==> src/hdl/aes_pkg.sv <==
package aes_pkg;

    typedef struct packed {
        logic        func;
        logic [63:0] block_high;
        logic [63:0] block_low;
    } in_item_t;

    typedef struct packed {
        logic [63:0] result_high;
        logic [63:0] result_low;
    } out_item_t;

    localparam logic [2:0] CFG_KEY0 = 3'd0;
    localparam logic [2:0] CFG_KEY1 = 3'd1;
    localparam logic [2:0] CFG_KEY2 = 3'd2;
    localparam logic [2:0] CFG_KEY3 = 3'd3;
    localparam logic [2:0] CFG_KLEN = 3'd4;

    localparam logic [1:0] KLEN_128 = 2'd0;
    localparam logic [1:0] KLEN_192 = 2'd1;

    // Commands from the controller to the datapath.
    typedef struct packed {
        logic load;      // start key expansion
        logic kexp;      // advance key schedule by one word
        logic start;     // apply first round key
        logic round;     // one cipher round
        logic last;      // this round is the final one
    } dp_cmd_t;

    typedef struct packed {
        logic [3:0] nr;  // round count
    } dp_stat_t;

    function automatic logic [7:0] xt(input logic [7:0] v);
        xt = {v[6:0], 1'b0} ^ (v[7] ? 8'h1b : 8'h00);
    endfunction

    function automatic logic [7:0] gmul(input logic [7:0] a, input logic [7:0] b);
        logic [7:0] p;
        logic [7:0] x;
        p = 8'h00;
        x = a;
        for (int i = 0; i < 4; i++) begin
            if (b[i]) p = p ^ x;
            x = xt(x);
        end
        gmul = p;
    endfunction

    function automatic logic [7:0] sbox(input logic [7:0] x);
        logic [7:0] t [256];
        t = '{
        8'h63,8'h7c,8'h77,8'h7b,8'hf2,8'h6b,8'h6f,8'hc5,8'h30,8'h01,8'h67,8'h2b,8'hfe,8'hd7,8'hab,8'h76,
        8'hca,8'h82,8'hc9,8'h7d,8'hfa,8'h59,8'h47,8'hf0,8'had,8'hd4,8'ha2,8'haf,8'h9c,8'ha4,8'h72,8'hc0,
        8'hb7,8'hfd,8'h93,8'h26,8'h36,8'h3f,8'hf7,8'hcc,8'h34,8'ha5,8'he5,8'hf1,8'h71,8'hd8,8'h31,8'h15,
        8'h04,8'hc7,8'h23,8'hc3,8'h18,8'h96,8'h05,8'h9a,8'h07,8'h12,8'h80,8'he2,8'heb,8'h27,8'hb2,8'h75,
        8'h09,8'h83,8'h2c,8'h1a,8'h1b,8'h6e,8'h5a,8'ha0,8'h52,8'h3b,8'hd6,8'hb3,8'h29,8'he3,8'h2f,8'h84,
        8'h53,8'hd1,8'h00,8'hed,8'h20,8'hfc,8'hb1,8'h5b,8'h6a,8'hcb,8'hbe,8'h39,8'h4a,8'h4c,8'h58,8'hcf,
        8'hd0,8'hef,8'haa,8'hfb,8'h43,8'h4d,8'h33,8'h85,8'h45,8'hf9,8'h02,8'h7f,8'h50,8'h3c,8'h9f,8'ha8,
        8'h51,8'ha3,8'h40,8'h8f,8'h92,8'h9d,8'h38,8'hf5,8'hbc,8'hb6,8'hda,8'h21,8'h10,8'hff,8'hf3,8'hd2,
        8'hcd,8'h0c,8'h13,8'hec,8'h5f,8'h97,8'h44,8'h17,8'hc4,8'ha7,8'h7e,8'h3d,8'h64,8'h5d,8'h19,8'h73,
        8'h60,8'h81,8'h4f,8'hdc,8'h22,8'h2a,8'h90,8'h88,8'h46,8'hee,8'hb8,8'h14,8'hde,8'h5e,8'h0b,8'hdb,
        8'he0,8'h32,8'h3a,8'h0a,8'h49,8'h06,8'h24,8'h5c,8'hc2,8'hd3,8'hac,8'h62,8'h91,8'h95,8'he4,8'h79,
        8'he7,8'hc8,8'h37,8'h6d,8'h8d,8'hd5,8'h4e,8'ha9,8'h6c,8'h56,8'hf4,8'hea,8'h65,8'h7a,8'hae,8'h08,
        8'hba,8'h78,8'h25,8'h2e,8'h1c,8'ha6,8'hb4,8'hc6,8'he8,8'hdd,8'h74,8'h1f,8'h4b,8'hbd,8'h8b,8'h8a,
        8'h70,8'h3e,8'hb5,8'h66,8'h48,8'h03,8'hf6,8'h0e,8'h61,8'h35,8'h57,8'hb9,8'h86,8'hc1,8'h1d,8'h9e,
        8'he1,8'hf8,8'h98,8'h11,8'h69,8'hd9,8'h8e,8'h94,8'h9b,8'h1e,8'h87,8'he9,8'hce,8'h55,8'h28,8'hdf,
        8'h8c,8'ha1,8'h89,8'h0d,8'hbf,8'he6,8'h42,8'h68,8'h41,8'h99,8'h2d,8'h0f,8'hb0,8'h54,8'hbb,8'h16};
        sbox = t[x];
    endfunction

    function automatic logic [7:0] isbox(input logic [7:0] x);
        logic [7:0] t [256];
        t = '{
        8'h52,8'h09,8'h6a,8'hd5,8'h30,8'h36,8'ha5,8'h38,8'hbf,8'h40,8'ha3,8'h9e,8'h81,8'hf3,8'hd7,8'hfb,
        8'h7c,8'he3,8'h39,8'h82,8'h9b,8'h2f,8'hff,8'h87,8'h34,8'h8e,8'h43,8'h44,8'hc4,8'hde,8'he9,8'hcb,
        8'h54,8'h7b,8'h94,8'h32,8'ha6,8'hc2,8'h23,8'h3d,8'hee,8'h4c,8'h95,8'h0b,8'h42,8'hfa,8'hc3,8'h4e,
        8'h08,8'h2e,8'ha1,8'h66,8'h28,8'hd9,8'h24,8'hb2,8'h76,8'h5b,8'ha2,8'h49,8'h6d,8'h8b,8'hd1,8'h25,
        8'h72,8'hf8,8'hf6,8'h64,8'h86,8'h68,8'h98,8'h16,8'hd4,8'ha4,8'h5c,8'hcc,8'h5d,8'h65,8'hb6,8'h92,
        8'h6c,8'h70,8'h48,8'h50,8'hfd,8'hed,8'hb9,8'hda,8'h5e,8'h15,8'h46,8'h57,8'ha7,8'h8d,8'h9d,8'h84,
        8'h90,8'hd8,8'hab,8'h00,8'h8c,8'hbc,8'hd3,8'h0a,8'hf7,8'he4,8'h58,8'h05,8'hb8,8'hb3,8'h45,8'h06,
        8'hd0,8'h2c,8'h1e,8'h8f,8'hca,8'h3f,8'h0f,8'h02,8'hc1,8'haf,8'hbd,8'h03,8'h01,8'h13,8'h8a,8'h6b,
        8'h3a,8'h91,8'h11,8'h41,8'h4f,8'h67,8'hdc,8'hea,8'h97,8'hf2,8'hcf,8'hce,8'hf0,8'hb4,8'he6,8'h73,
        8'h96,8'hac,8'h74,8'h22,8'he7,8'had,8'h35,8'h85,8'he2,8'hf9,8'h37,8'he8,8'h1c,8'h75,8'hdf,8'h6e,
        8'h47,8'hf1,8'h1a,8'h71,8'h1d,8'h29,8'hc5,8'h89,8'h6f,8'hb7,8'h62,8'h0e,8'haa,8'h18,8'hbe,8'h1b,
        8'hfc,8'h56,8'h3e,8'h4b,8'hc6,8'hd2,8'h79,8'h20,8'h9a,8'hdb,8'hc0,8'hfe,8'h78,8'hcd,8'h5a,8'hf4,
        8'h1f,8'hdd,8'ha8,8'h33,8'h88,8'h07,8'hc7,8'h31,8'hb1,8'h12,8'h10,8'h59,8'h27,8'h80,8'hec,8'h5f,
        8'h60,8'h51,8'h7f,8'ha9,8'h19,8'hb5,8'h4a,8'h0d,8'h2d,8'he5,8'h7a,8'h9f,8'h93,8'hc9,8'h9c,8'hef,
        8'ha0,8'he0,8'h3b,8'h4d,8'hae,8'h2a,8'hf5,8'hb0,8'hc8,8'heb,8'hbb,8'h3c,8'h83,8'h53,8'h99,8'h61,
        8'h17,8'h2b,8'h04,8'h7e,8'hba,8'h77,8'hd6,8'h26,8'he1,8'h69,8'h14,8'h63,8'h55,8'h21,8'h0c,8'h7d};
        isbox = t[x];
    endfunction

endpackage

==> src/hdl/aes_ctrl.sv <==
module aes_ctrl (
    input  logic              aclk,
    input  logic              aresetn,
    input  logic              in_fire,
    output logic              in_ready,
    output logic              out_valid,
    input  logic              out_ready,
    input  aes_pkg::dp_stat_t stat,
    output aes_pkg::dp_cmd_t  cmd
);
    typedef enum logic [2:0] {ST_IDLE, ST_KEXP, ST_START, ST_ROUND, ST_DONE} state_t;
    state_t     state_reg;
    logic [5:0] cnt_reg;
    logic [5:0] kwords;

    assign kwords = 6'd4 * (6'(stat.nr) + 6'd1);

    always_comb begin
        cmd = '0;
        cmd.load  = in_fire;
        cmd.kexp  = (state_reg == ST_KEXP);
        cmd.start = (state_reg == ST_START);
        cmd.round = (state_reg == ST_ROUND);
        cmd.last  = (state_reg == ST_ROUND) && (cnt_reg == 6'(stat.nr) - 6'd1);
    end
    assign in_ready  = (state_reg == ST_IDLE);
    assign out_valid = (state_reg == ST_DONE);

    always_ff @(posedge aclk) begin
        if (!aresetn) begin
            state_reg <= ST_IDLE;
            cnt_reg <= '0;
        end else begin
            unique case (state_reg)
                ST_IDLE: if (in_fire) begin
                    state_reg <= ST_KEXP;
                    cnt_reg <= '0;
                end
                ST_KEXP: begin
                    cnt_reg <= cnt_reg + 6'd1;
                    if (cnt_reg == kwords - 6'd1) state_reg <= ST_START;
                end
                ST_START: begin
                    state_reg <= ST_ROUND;
                    cnt_reg <= '0;
                end
                ST_ROUND: begin
                    cnt_reg <= cnt_reg + 6'd1;
                    if (cmd.last) state_reg <= ST_DONE;
                end
                ST_DONE: if (out_ready) state_reg <= ST_IDLE;
                default: state_reg <= ST_IDLE;
            endcase
        end
    end
endmodule

==> config.mk <==
export PLATFORM = sky130hd
export DESIGN_NAME = aes_ctrl
export DESIGN_NICKNAME = d
export VERILOG_FILES = /design/src/hdl/aes_pkg.sv /design/src/hdl/aes_ctrl.sv
export SDC_FILE = /design/constraint.sdc
export NUM_CORES = 1
export LEC_CHECK = 0
export ABC_AREA = 1
export BUFFER_PORTS_ARGS = -buffer_cell sky130_fd_sc_hd__buf_2
export CORE_MARGIN = 5
export CORE_UTILIZATION = 57
export CTS_CLUSTER_SIZE = 24
export DETAILED_ROUTE_END_ITERATION = 10
export PLACE_DENSITY = 0.79
export SLEW_MARGIN = 20
export SYNTH_ARGS = -nofsm -noshare
export SYNTH_HDL_FRONTEND = slang
export SYNTH_SLANG_ARGS = --single-unit
==> constraint.sdc <==
create_clock -name aclk -period 3.7 [get_ports aclk]
set_clock_uncertainty 0.15 [all_clocks]
set_input_delay 0.185 -clock aclk [delete_from_list [all_inputs] [get_ports aclk]]
set_output_delay 0.185 -clock aclk [all_outputs]
set_load 0.02 [all_outputs]
==> results.py, run 1 <==
metrics = {
    "outcome": {
        "outcome": "finished, final reports clean",
    },
    "timing": {
        "fmax_ghz": 0.524,
        "tightest_slew_ns": 0.423,
        "rsz0062_at_grt": "no",
        "whs_ns": 0.0271,
        "period_share": 0.515,
        "tns_ns": 0,
        "hold_viol": 0,
        "setup_violations": 0,
        "slew_viol_final": 0,
        "relSlewSlack": 0.715,
        "post-route-min-period_ns": 1.91,
    },
    "logic_synthesis": {
        "synth.avg_cell_area_um2": 5.45,
        "synth.most_common_cell": "nand2_1",
        "synth_commonest_cells": "54 x nand2_1, 23 x inv_1, 19 x nor2_1, 12 x nand3_1, 9 x dfxtp_1",
        "syn_nets": 160,
        "ys_seq_area_frac": 0.222,
        "syn_area_um2": 812,
        "synth_area_leaders": "nand2_1 25%, dfxtp_1 22%, inv_1 11%",
        "ys.warnings.count": 0,
        "synth_area_leader_cell": "nand2_1",
        "ys_seq_elements": 9,
        "synthArstFlopShare": 0,
        "synthCells": 149,
        "yosysUniqueCellTypes": 20,
        "synth_ff_type": "dfxtp_1",
        "synth_edf_count": 0,
        "synth_top_area_share": 0.250,
    },
    "power_and_ir_drop": {
        "ir_drop_mv": 0.339,
        "leakage_nw": 0.493,
        "total_power_mw": 0.422,
        "cellPowerDensity_nw_per_um2": 458,
    },
    "cts": {
        "clock_latency_ns": 0.26,
        "h-tree-depth": 1,
        "root_buffer": "clkbuf_4",
        "cts.clk_slew.worst_paths_ns": 0.06,
        "numCtsBuffers": 3,
        "cts_setup_buffers": 0,
        "tritoncts": "yes",
        "cts_hold_buf": 0,
        "cts.repair.resized": 0,
        "clock_sink_count": 9,
        "cts_buffer_depth": 2,
    },
    "worst_setup_path": {
        "cp_common_cell": "inv_1",
        "reg2reg_from": "cnt_reg[0]",
        "cp-end-kind": "output port",
        "reg2reg_to": "state_reg[1]",
        "reg2regPathDepth": 10,
        "path_cells": "inv_1 -> nor2_1 -> inv_1 -> nor2_4 -> inv_1 -> nor3_1 -> buf_2",
        "critical_path_class": "flip-flop to output port",
        "required_ns": 3.37,
        "r2r_slack_ns": 2.07,
        "path_max_fanout": 4,
        "cp_slowest_cell": "dfxtp_1",
        "cp.arrival_ns": 1.57,
        "worst_path_largest_cell_delay_ns": 0.38,
        "worst_setup_path_start_kind": "flip-flop",
    },
    "placement": {
        "numPortBuffers": 14,
        "place.gp.congestion": 0.923,
        "dp_hpwl_um": 1520,
        "post-place-cells": 177,
    },
    "grt": {
        "grt_pass1_wl_um": 3080,
        "grt_pass1_vias": 774,
        "grt_antenna_before_repair": 0,
        "overflow": 0,
        "grt_use_total": 0.192,
        "grt_max_degree": 9,
    },
    "floorplanning": {
        "die_width_um": 47.7,
        "core_um2": 1320,
        "io-pin-count": 15,
        "start_util": 0.616,
        "num_rows": 13,
        "die-area_um2": 2280,
        "dieHeight_um": 47.7,
    },
    "detailed_routing": {
        "ant_nets": 0,
        "vias": 890,
        "routedWlPerCell_um": 10.4,
        "drcViolationCount": 0,
        "vias_per_cell": 4.92,
        "routed_wl_um": 1880,
        "drt-initial-drc-count": 32,
        "first_pass_iters": 4,
    },
    "cells_and_area": {
        "drive_gt1_frac": 0.163,
        "area_growth_pct": 13.3,
        "layout.nets": 178,
        "fill_cells": 137,
        "utilization": 0.698,
        "largest_register_ff_count": 6,
        "fin_cells": 181,
        "antennaDiodeCount": 0,
    },
    "run": {
        "drv_cap": 0,
    },
    "min_path": {
        "hp-start": "aresetn",
        "hold_class": "input pin to flip-flop",
        "whs_endpoint": "state_reg[1]",
        "min_path_cells": 3,
    },
}
worst max path at each step:
stage	cells after the start	end	startpoint
after floorplan	6	cmd[0]	state_reg[0]
after global placement	14	state_reg[1]	stat[0]
after detailed placement	14	state_reg[1]	stat[0]
after CTS	7	cmd[0]	state_reg[0]
after global routing	7	cmd[0]	state_reg[0]
final	7	cmd[0]	state_reg[0]
power breakdown:
part / total (mW) / switching, mW / internal (mW) / leakage, nW
Clock: 0.0745 / 0.0330 / 0.0415 / 0.0150
Combinational: 0.213 / 0.142 / 0.0710 / 0.404
Sequential: 0.134 / 0.0216 / 0.113 / 0.0733
Total: 0.422 / 0.196 / 0.225 / 0.493
cells in the final DEF (no fill, tap or decap), types with 2 or more instances in the layout:
cell type / count
buf_2: 14
nor2_2: 2
ha_1: 3
a21oi_1: 6
nor3_1: 6
nand2_1: 54
o21ai_0: 2
nand4_1: 2
dfxtp_1: 9
inv_1: 23
clkbuf_4: 3
nand3_1: 12
inv_2: 3
nor2_1: 19
critical path, delay by kind of cell, from the launching register on:
family                 cells  cell delay, ns
and+or+nand+nor            3            0.49
buffers and inverters      4            0.43
DFF                        1            0.38
area by class of cell:
| type | count | area (µm²) | area share |
|---|---|---|---|
| repair buffers | 14 | 70.1 | 0.0762 |
| clock buffers | 4 | 26.3 | 0.0286 |
| multi-input cells | 113 | 527 | 0.573 |
| inverters | 26 | 97.6 | 0.106 |
| flip-flops and latches | 9 | 180 | 0.196 |
| well taps | 15 | 18.8 | 0.0204 |
per-layer routing:
layer | global-route usage | routed length, µm | up-vias
met2 | 0.285 | 842 | 19
met1 | 0.267 | 955 | 375
li1 | - | - | 494
met3 | 0.0226 | 70 | 2
met5 | 0 | 0 | -
met4 | 0.108 | 12 | 0
logic make-up (layout without fill, tap and decap cells):
family / after synthesis / in the layout / synth area share
AND/OR/NAND/NOR: 100 / 100 / 0.532
AO/OA/AOI/OAI: 9 / 9 / 0.0601
XOR/XNOR: 1 / 1 / 0.0108
adder cells (fa/ha/maj): 3 / 3 / 0.0462
buffers and inverters: 27 / 44 / 0.129
flip-flops: 9 / 9 / 0.222
through the flow:
stage               instance area, µm²  setup WS [ns]
finish                             920           1.79
global route                       920           1.66
CTS                                920           1.79
detailed placement                 893           1.89
global placement                   893           1.91
floorplan                          812           1.97
No activity file was read; power rests on OpenSTA's default activity.
==> run 2, diff against run 1 <==
CORE_UTILIZATION = 53   (was 57)
PLACE_DENSITY = 0.74   (was 0.79)
clock period = 1.9 ns   (was 3.7 ns; I/O delays follow)
==> results.py, run 2 (synthesized netlist as in run 1, its figures left out) <==
metrics = {
    "timing": {
        "tns_ns": 0,
        "fmax_ghz": 0.573,
        "tightest_slew_ns": 0.419,
        "setup_violations": 0,
        "rsz0062_at_grt": "no",
        "setup_ws_ns": 0.156,
        "period_share": 0.918,
        "slew_viol_final": 0,
        "relSlewSlack": 0.718,
        "hold_viol": 0,
        "post-route-min-period_ns": 1.74,
    },
    "cells_and_area": {
        "final_common_cell": "nand2_1",
        "fill_cells": 147,
        "utilization": 0.641,
        "drive_gt1_frac": 0.167,
        "largest_register_ff_count": 6,
        "final_cell_mix": "54 x nand2_1, 23 x inv_1, 18 x nor2_1, 14 x buf_2, 12 x nand3_1",
        "area_growth_pct": 16.2,
        "layout.nets": 180,
        "antennaDiodeCount": 0,
    },
    "detailed_routing": {
        "routedWlPerCell_um": 10.6,
        "ant_nets": 0,
        "first_pass_iters": 4,
        "drcViolationCount": 0,
        "routed_wl_um": 1940,
        "vias_per_cell": 4.95,
        "vias": 911,
        "drt-initial-drc-count": 20,
    },
    "worst_setup_path": {
        "critical_path_class": "flip-flop to output port",
        "reg2reg_to": "cnt_reg[4]",
        "reg2reg_from": "state_reg[0]",
        "worst_setup_path_start_kind": "flip-flop",
        "crit_path_end": "cmd[0]",
        "required_ns": 1.65,
        "cp.arrival_ns": 1.50,
        "r2r_slack_ns": 0.26,
        "cp-end-kind": "output port",
        "cp-startpoint": "state_reg[0]",
        "path_max_fanout": 4,
        "reg2regPathDepth": 11,
    },
    "floorplanning": {
        "start_util": 0.552,
        "num_rows": 14,
        "die_width_um": 49.1,
        "io-pin-count": 15,
        "core_um2": 1470,
        "dieHeight_um": 49.1,
        "die-area_um2": 2410,
    },
    "grt": {
        "grt_max_degree": 9,
        "grt_use_total": 0.176,
        "overflow": 0,
        "grt_antenna_before_repair": 0,
        "grt_pass1_vias": 845,
        "grt_pass1_wl_um": 3420,
    },
    "placement": {
        "dp_hpwl_um": 1610,
        "numPortBuffers": 14,
        "dp_slack_ns": 0.167,
        "place.gp.congestion": 0.934,
    },
    "cts": {
        "cts_buffer_depth": 2,
        "root_buffer": "clkbuf_4",
        "cts.clk_slew.worst_paths_ns": 0.06,
        "tritoncts": "yes",
        "clock_sink_count": 9,
        "clock_latency_ns": 0.26,
        "h-tree-depth": 1,
        "numCtsBuffers": 3,
    },
    "run": {
        "drv_cap": 0,
    },
    "power_and_ir_drop": {
        "cellPowerDensity_nw_per_um2": 877,
        "leakage_nw": 0.501,
        "ir_drop_mv": 0.780,
        "total_power_mw": 0.827,
    },
    "min_path": {
        "hold_class": "input pin to flip-flop",
    },
    "outcome": {
        "outcome": "finished, final reports clean",
    },
}
[run 2: changes by cell type in the layout (fill, tap and decap cells not counted), sizes merged]
| cell | before | now |
|---|---|---|
| dlygate4sd3 | 0 | 2 |
[run 2: critical path, cell delays in order (launching register included)]
cell	delay [ns]
dfxtp_1	0.37
inv_1	0.07
nor2_2	0.15
inv_1	0.10
nor2_4	0.10
inv_1	0.06
nor3_1	0.19
buf_2	0.19
[run 2: layout make-up]
cell class	instances	area [µm²]	area share
Tap cell	16	20.0	0.0212
Inverter	26	97.6	0.103
Sequential cell	9	180	0.191
Timing Repair Buffer	16	90.1	0.0955
Clock buffer	4	26.3	0.0279
Multi-Input combinational cell	113	529	0.561
[run 2: worst min-delay path by stage]
stage                       start  slack (ns)  depth (start not counted)      endpoint
after CTS                 in_fire        0.19                          6    cnt_reg[1]
after floorplan           aresetn        0.07                          2  state_reg[1]
after detailed placement  aresetn        0.21                          3  state_reg[1]
after global routing      in_fire        0.23                          6    cnt_reg[5]
final                     in_fire        0.19                          6    cnt_reg[1]
after global placement    aresetn        0.21                          3  state_reg[1]
[run 2: repair_timing]
item,4_1_cts,5_1_grt
setup buffers,0,0
hold endpoints to repair,3,0
gates resized for setup,0,1
endpoints found under the setup margin,0,1
hold buffers,2,0
[run 2: per-layer routing]
metal	wire [µm]	track usage
met5	0	0
met2	913	0.300
met1	909	0.204
met3	87	0.0459
met4	34	0.0717
[run 2: through the flow]
stage	instances	hold slack, ns	cell area (µm²)
after floorplan	149	0.0657	812
after global placement	178	0.206	895
after detailed placement	178	0.213	895
after CTS	184	0.186	941
after global routing	184	0.235	943
final	184	0.192	943
[run 2: power breakdown]
part | internal [mW] | switching, mW
clock | 0.0810 | 0.0669
sequential | 0.220 | 0.0419
combinational | 0.142 | 0.276
total | 0.442 | 0.385
==> run 3, diff against run 2 <==
--- a/config.mk
+++ b/config.mk
@@ -7,10 +7,10 @@
 export LEC_CHECK = 0
 export ABC_AREA = 1
-export BUFFER_PORTS_ARGS = -buffer_cell sky130_fd_sc_hd__buf_2
 export CORE_MARGIN = 5
-export CORE_UTILIZATION = 53
+export CORE_UTILIZATION = 60
 export CTS_CLUSTER_SIZE = 24
 export DETAILED_ROUTE_END_ITERATION = 10
-export PLACE_DENSITY = 0.74
+export DONT_BUFFER_PORTS = 1
+export PLACE_DENSITY = 0.73
 export SLEW_MARGIN = 20
 export SYNTH_ARGS = -nofsm -noshare
==> constraint.sdc (replaced) <==
create_clock -name aclk -period 1.9 [get_ports aclk]
set_clock_uncertainty 0.15 [all_clocks]
set_input_delay 0.285 -clock aclk [delete_from_list [all_inputs] [get_ports aclk]]
set_output_delay 0.285 -clock aclk [all_outputs]
set_load 0.02 [all_outputs]
==> results.py, run 3 (synthesized netlist as in run 1, its figures left out) <==
metrics = {
    "floorplanning": {
        "die_width_um": 46.8,
        "io-pin-count": 15,
        "die-area_um2": 2190,
        "start_util": 0.632,
        "core_um2": 1280,
        "num_rows": 13,
        "dieHeight_um": 46.8,
    },
    "cells_and_area": {
        "antennaDiodeCount": 0,
        "multi_input_area_um2": 539,
        "fill_cells": 113,
        "final_cell_area_um2": 922,
        "fin_cells": 174,
        "final_common_cell": "nand2_1",
        "area_growth_pct": 13.6,
        "ff_latch_area_um2": 185,
        "utilization": 0.718,
        "final_cell_mix": "54 x nand2_1, 23 x inv_1, 18 x nor2_1, 12 x nand3_1",
        "largest_register_ff_count": 6,
        "layout.nets": 171,
        "drive_gt1_frac": 0.157,
    },
    "detailed_routing": {
        "vias_per_cell": 5.06,
        "first_pass_iters": 4,
        "ant_nets": 0,
        "drt-initial-drc-count": 21,
        "routed_wl_um": 1760,
        "vias": 880,
        "drcViolationCount": 0,
        "routedWlPerCell_um": 10.1,
    },
    "cts": {
        "h-tree-depth": 1,
        "cts_buffer_depth": 2,
        "clock_sink_count": 9,
        "cts_setup_buffers": 0,
        "cts.clk_slew.worst_paths_ns": 0.06,
        "numCtsBuffers": 3,
        "tritoncts": "yes",
        "root_buffer": "clkbuf_4",
        "clock_latency_ns": 0.26,
    },
    "power_and_ir_drop": {
        "total_power_mw": 0.831,
        "ir_drop_mv": 0.640,
        "cellPowerDensity_nw_per_um2": 901,
        "leakage_nw": 0.469,
    },
    "timing": {
        "setup_violations": 0,
        "period_share": 0.932,
        "hold_viol": 0,
        "tns_ns": 0,
        "fmax_ghz": 0.565,
        "tightest_slew_ns": 0.427,
        "slew_viol_final": 0,
        "post-route-min-period_ns": 1.77,
        "relSlewSlack": 0.713,
        "rsz0062_at_grt": "no",
    },
    "grt": {
        "grt_max_degree": 9,
        "overflow": 0,
        "grt_antenna_before_repair": 0,
        "grt_pass1_wl_um": 3000,
        "grt_pass1_vias": 762,
        "grt_use_total": 0.192,
    },
    "outcome": {
        "outcome": "finished, final reports clean",
    },
    "worst_setup_path": {
        "required_ns": 1.46,
        "r2r_slack_ns": 0.31,
        "cp_slowest_cell": "dfxtp_2",
        "cp-end-kind": "output port",
        "cp_common_cell": "inv_1",
        "path_max_fanout": 4,
        "cp.arrival_ns": 1.34,
        "worst_setup_path_start_kind": "flip-flop",
        "critical_path_class": "flip-flop to output port",
        "worst_path_largest_cell_delay_ns": 0.34,
        "path_cells": "inv_1 -> nor2_4 -> inv_1 -> nor2_4 -> inv_1 -> nor3_2 -> buf_4",
    },
    "placement": {
        "numPortBuffers": 0,
        "post-place-cells": 169,
        "dp_hpwl_um": 1390,
        "place.gp.congestion": 0.907,
        "placed_cell_area_um2": 868,
    },
    "min_path": {
        "hold_class": "input pin to flip-flop",
    },
    "run": {
        "drv_cap": 0,
    },
}
## run 3: changes by cell type in the layout (fill, tap and decap cells not counted), sizes merged
cell,delta
buf,-8
dlygate4sd3,-1
## run 3: area by class of cell
class	instances	share of cell area
Multi-Input combinational cell	113	0.585
Sequential cell	9	0.201
Inverter	26	0.106
Timing Repair Buffer	7	0.0597
Clock buffer	4	0.0285
Tap cell	15	0.0204
## run 3: final timing paths
path / startpoint / endpoint / depth (start not counted)
min: aresetn / cnt_reg[0] / 2
max: state_reg[0] / cmd[0] / 7
min reg2reg: cnt_reg[0] / cnt_reg[0] / 1
max reg2reg: state_reg[2] / cnt_reg[4] / 11
## run 3: per-layer routing
metal  track usage  part of all wire
met5             0                 0
met4         0.138             0.038
met3        0.0307             0.060
met2         0.285              0.44
met1         0.251              0.46
## run 3: where the power goes
group / internal (mW) / leakage (nW) / switching, mW
Clock: 0.0808 / 0.0150 / 0.0650
Sequential: 0.223 / 0.0749 / 0.0383
Combinational: 0.159 / 0.379 / 0.265
Total: 0.462 / 0.469 / 0.368
## run 3: per-stage QoR
step,hold slack [ns],worst slack (ns)
final,0.0178,0.130
after global routing,0.0204,0.0212
after CTS,0.0184,0.00757
after detailed placement,0.270,0.142
after global placement,0.266,0.187
after floorplan,0.256,0.0630
## run 3: critical path: cells and delay by family, from the launching register on
kind          cells  cell delay (ns)
flops             1             0.34
simple gates      3             0.36
buf+inv           4             0.37
## run 3: timing repair
action / 4_1_cts / 5_1_grt
hold buffers: 1 / 0
setup endpoints to repair: 1 / 1
endpoints found under the hold margin: 1 / 0
gates resized for setup: 1 / 6
